## config.mk

```make
export PLATFORM = sky130hd
export DESIGN_NAME = trr_scale
export DESIGN_NICKNAME = d
export VERILOG_FILES = /design/src/sv/trr_pkg.sv /design/src/sv/trr_scale.sv
export SDC_FILE = /design/constraint.sdc
export NUM_CORES = 2
export LEC_CHECK = 0
export BUFFER_PORTS_ARGS = -buffer_cell sky130_fd_sc_hd__buf_2
export CAP_MARGIN = 20
export CORE_MARGIN = 2
export CORE_UTILIZATION = 55
export DETAILED_ROUTE_END_ITERATION = 12
export PLACE_DENSITY = 0.75
export SLEW_MARGIN = 20
export SYNTH_ARGS = -nofsm -noshare
export SYNTH_HDL_FRONTEND = slang
export SYNTH_SLANG_ARGS = --single-unit
export TNS_END_PERCENT = 30
```

## constraint.sdc

```tcl
create_clock -name clk -period 11.55 [get_ports clk]
set_clock_uncertainty 0.05 [all_clocks]
set_input_delay 2.31 -clock clk [delete_from_list [all_inputs] [get_ports clk]]
set_output_delay 2.31 -clock clk [all_outputs]
set_load 0.03 [all_outputs]
```

## src/sv/trr_pkg.sv

```systemverilog
// Shared types and constants for the timer resolution rescale block.
// No dependencies; used by timer_resolution_rescale and trr_scale in this folder.
`default_nettype none
package trr_pkg;

  localparam logic [31:0] MAX_RES_DEFAULT = 32'd1000000000;

  localparam logic [1:0] ST_OK       = 2'd0;
  localparam logic [1:0] ST_BADARG   = 2'd1;
  localparam logic [1:0] ST_OVERFLOW = 2'd2;

  localparam logic [1:0] RND_TRUNC = 2'd0;
  localparam logic [1:0] RND_HALF  = 2'd1;
  localparam logic [1:0] RND_UP    = 2'd2;

  // widths of the two long dividers
  localparam int DIV1_Q_W = 31;  // rem / res, rem below 2^31
  localparam int DIV2_Q_W = 33;  // scaled remainder, one spare bit flags overflow
  localparam int DEN_W    = 32;

  // item as it enters the first divider
  typedef struct packed {
    logic        bad;
    logic [31:0] secs;
    logic [31:0] rem;
    logic [31:0] res;
    logic [31:0] new_res;
    logic [1:0]  mode;
  } trr_s1_t;

  // item as it enters the second divider
  typedef struct packed {
    logic        bad;
    logic        zero;
    logic [31:0] secs;
    logic [31:0] rem;
    logic [31:0] res;
    logic [31:0] new_res;
    logic [31:0] secs_c;
    logic [30:0] rem_c;
  } trr_s2_t;

endpackage
`default_nettype wire

```

## src/sv/trr_scale.sv

```systemverilog
// Carry into seconds, remainder times new resolution, and rounding bias.
// Depends on trr_pkg; sits between the two dividers.
`default_nettype none
module trr_scale (
  input  wire logic                      clk,
  input  wire logic                      rst_n,
  input  wire logic                      en,
  input  wire logic                      in_valid,
  input  wire trr_pkg::trr_s1_t          in_item,
  input  wire logic [trr_pkg::DIV1_Q_W-1:0] in_quot,
  input  wire logic [trr_pkg::DEN_W-1:0] in_rem,
  output logic                           out_valid,
  output logic [63:0]                    out_num,
  output trr_pkg::trr_s2_t               out_item
);

  logic             valid_r;
  logic [62:0]      prod_r;
  logic [1:0]       mode_r;
  trr_pkg::trr_s2_t item_r;
  logic [31:0]      bias;

  always_ff @(posedge clk) begin
    if (!rst_n) begin
      valid_r <= 1'b0;
    end else if (en) begin
      valid_r <= in_valid;
    end
  end

  // remainder after the carry never exceeds the original, so 31 bits hold it
  always_ff @(posedge clk) begin
    if (en) begin
      prod_r         <= in_rem[30:0] * in_item.new_res;
      mode_r         <= in_item.mode;
      item_r.bad     <= in_item.bad;
      item_r.zero    <= (in_rem == '0);
      item_r.secs    <= in_item.secs;
      item_r.rem     <= in_item.rem;
      item_r.res     <= in_item.res;
      item_r.new_res <= in_item.new_res;
      item_r.secs_c  <= in_item.secs + {1'b0, in_quot};
      item_r.rem_c   <= in_rem[30:0];
    end
  end

  always_comb begin
    case (mode_r)
      trr_pkg::RND_HALF: bias = {1'b0, item_r.res[31:1]};
      trr_pkg::RND_UP:   bias = item_r.res - 32'd1;
      default:           bias = '0;
    endcase
  end

  assign out_valid = valid_r;
  assign out_num   = {1'b0, prod_r} + {32'b0, bias};
  assign out_item  = item_r;

endmodule
`default_nettype wire

```

==> results.cfg <==
[outcome]
outcome = finished clean

[run]
max-cap-violations = 0

[yosys]
synth_compound_area_share_pct = 6.78
syn_area_per_cell_um2 = 9.81
netlist_area_mm2 = 0.0450
synth_mux_area_share_pct = 0.0695
synth_edf_count = 258
synthAdderAreaFrac_pct = 47.5
yosys_warnings = 0
synthSimpleGateAreaFrac_pct = 16.2
synthCells = 4589
synth_top_family_by_area = adder cells
synth-xor-area-share_pct = 3.29
synth.top_cell.area_share_pct = 38.6
ys_seq_area_share_pct = 17.2
synth_fp_nets = 5977
ys_ff_latch = 259
ys_top_cells_by_area = fa_1, edfxtp_1, ha_1
synth_async_sr_flop_share_pct = 0
synth_top_cell_by_area = fa_1
yosysUniqueCellTypes = 76
ys.flop_type = edfxtp_1

[clock_tree]
cts_tree = yes
worstSkewPairLatency_ns = 0.65
cts_hold_buf = 0
cts_made_buffers = 31
h-tree-depth = 1
cts_sinks = 259
cts_root_buf = clkbuf_16
clk_path_buf_depth = 3
postCtsSetupBuffers = 0
cts-resized-gates = 0
clkTransAtPathRegs_ns = 0.06

[floorplanning]
die_h_um = 290
core_mm2 = 0.0808
rows = 104
die_w_um = 290
dieArea_mm2 = 0.0842
start_util_pct = 55.7
boundaryPins = 456

[grt]
antenna_found_initial = 3
overflow = 0
groute.usage.overall_pct = 30.8
grt_pass1_vias = 36100
grt_first_pass_wirelength_um = 201000
grt_max_degree = 110

[setup_path]
cpMostUsedCell = fa_1
crit_path_max_fanout = 32
arrival_ns = 10.15
slowest_delay_ns = 0.63
cp_slowest_cell = buf_2
required_ns = 11.89
path_buf_inv = 5
start_kind = primary input
cp-end-kind = flop
crit_family = adder cells
crit_path_cell_trace = buf_2 -> and2_1 -> fa_1 -> fa_1 -> fa_1 -> inv_1 -> fa_1 -> inv_1 -> fa_1 -> inv_1 -> fa_1 -> inv_1 -> fa_1 -> fa_1 -> ha_1 -> a21oi_1 -> o211ai_1 -> a31oi_1 -> a311oi_1 -> nor2_1 -> o21ai_0 -> a41oi_1 -> xnor2_1
path_class = primary input to flop

[place]
placed_area_mm2 = 0.0478
dp_hpwl_um = 98600
placed_cells = 5880
port_buffers = 455
place_congestion = 0.950

[detailed_routing]
drtPass1Iterations = 5
ant_nets = 0
drtIter0Drc = 2571
finalWirelength_um = 128000
drt-vias-per-instance = 5.72
wl_per_cell_um = 21.5
dr_total_vias = 34000
drcViolationCount = 0

[sta]
final-setup-viol-count = 0
slew_viol_final = 0
period_needed_ns = 9.80
finalCritPeriodShare_pct = 84.9
fmax_ghz = 0.102
worstMarginPinSlew_ns = 1.07
max_slew_margin_pct = 28.8
hold_viol = 0
rsz0062_at_grt = no
finalSetupTns_ns = 0

[final_layout]
final_util_pct = 60.5
post_route_cells_drive_above_1_share_pct = 11.2
stdcell_count = 5939
area_delta_synth_final_pct = 8.54
design_area_mm2 = 0.0489
num-nets-final = 6241
nFillCells = 6853

[min_path]
min_path_type = flop to flop
-- per-layer routing --
layer / global-route usage, % / vias to the layer above / routed length (µm)
met5: 0 / - / 0
met4: 13.8 / 0 / 6760
met3: 4.83 / 361 / 9890
met2: 52.5 / 1568 / 63200
met1: 38.7 / 17200 / 47900
li1: - / 14800 / -
-- stage by stage --
stage | hold slack, ns | worst slack, ns
finish | 0.474 | 1.75
global route | 0.538 | 1.42
CTS | 0.469 | 1.89
detailed placement | 0.454 | 1.24
global placement | 0.449 | 1.34
floorplan | 0.590 | 2.51
-- layout make-up --
type	count	area [µm²]	share of cell area [%]
multi-input combinational	3267	33300	68.0
sequential	259	7770	15.9
inverter	823	3090	6.32
timing repair buffer	471	2410	4.93
tap	1060	1330	2.71
clock buffer	35	791	1.62
clock inverter	22	238	0.486
antenna	2	5.00	0.0102
-- state kept, by name, summed over array words and instances, names as in the netlist --
name,count
mode_r,2
out_item,193
out_valid,1
prod_r,63
-- cells by family (layout without fill, tap and decap cells) --
| group | after synthesis | in the layout |
|---|---|---|
| buffers and inverters | 1063 | 1351 |
| AOI/OAI and AO/OA | 476 | 476 |
| DFF | 259 | 259 |
| other | 0 | 2 |
| and+or+nand+nor | 1429 | 1429 |
| xor gates and xnor gates | 169 | 169 |
| adders and majority gates | 1190 | 1190 |
| muxes | 3 | 3 |
-- path summary, 6_finish.rpt --
check        cells past startpoint         end   startpoint  slack [ns]
min                              2   out_valid    out_valid        0.47
max reg2reg                      2   out_valid    out_valid       10.90
max                             23  prod_r[56]  in_item[14]        1.75
min reg2reg                      2   out_valid    out_valid        0.47
-- worst reg2reg max path: cells and delay by family (launching register included) --
kind          cells  cell delay, ns
flops             1            0.30
mux               1            0.12
simple gates      1            0.06
-- synth_stat cells, drive strengths merged (14+ instances only) --
cell type,n
a21o,63
a21oi,144
a22oi,19
a31oi,14
and2,545
and3,19
buf,14
clkbuf,226
edfxtp,258
fa,868
ha,322
inv,823
nand2,565
nand3,39
nand4,43
nor2,108
nor3,26
nor4,21
o211ai,26
o21a,15
o21ai,98
o21bai,21
xnor2,109
xor2,60
-- layout by cell type, fill, tap and decap left out, types with 12 or more instances in the layout --
master	Yosys	routed
a211oi_1	13	13
a21o_1	63	63
a21oi_1	142	142
a22oi_1	19	19
a31oi_1	14	14
and2_1	544	544
and3_1	19	19
buf_2	13	454
buf_4	0	16
clkbuf_16	0	31
edfxtp_1	258	258
fa_1	868	868
ha_1	322	322
inv_1	823	823
nand2_1	564	564
nand2b_1	12	12
nand3_1	39	39
nand4_1	43	43
nor2_1	108	108
nor3_1	24	24
nor4_1	19	19
o211ai_1	24	24
o21a_1	15	15
o21ai_0	97	97
o21bai_1	21	21
xnor2_1	109	109
xor2_1	60	60
Power is left out: the tool's default activity adds up to more than one toggle a clock period on the data nets, which glitch-free logic cannot reach.
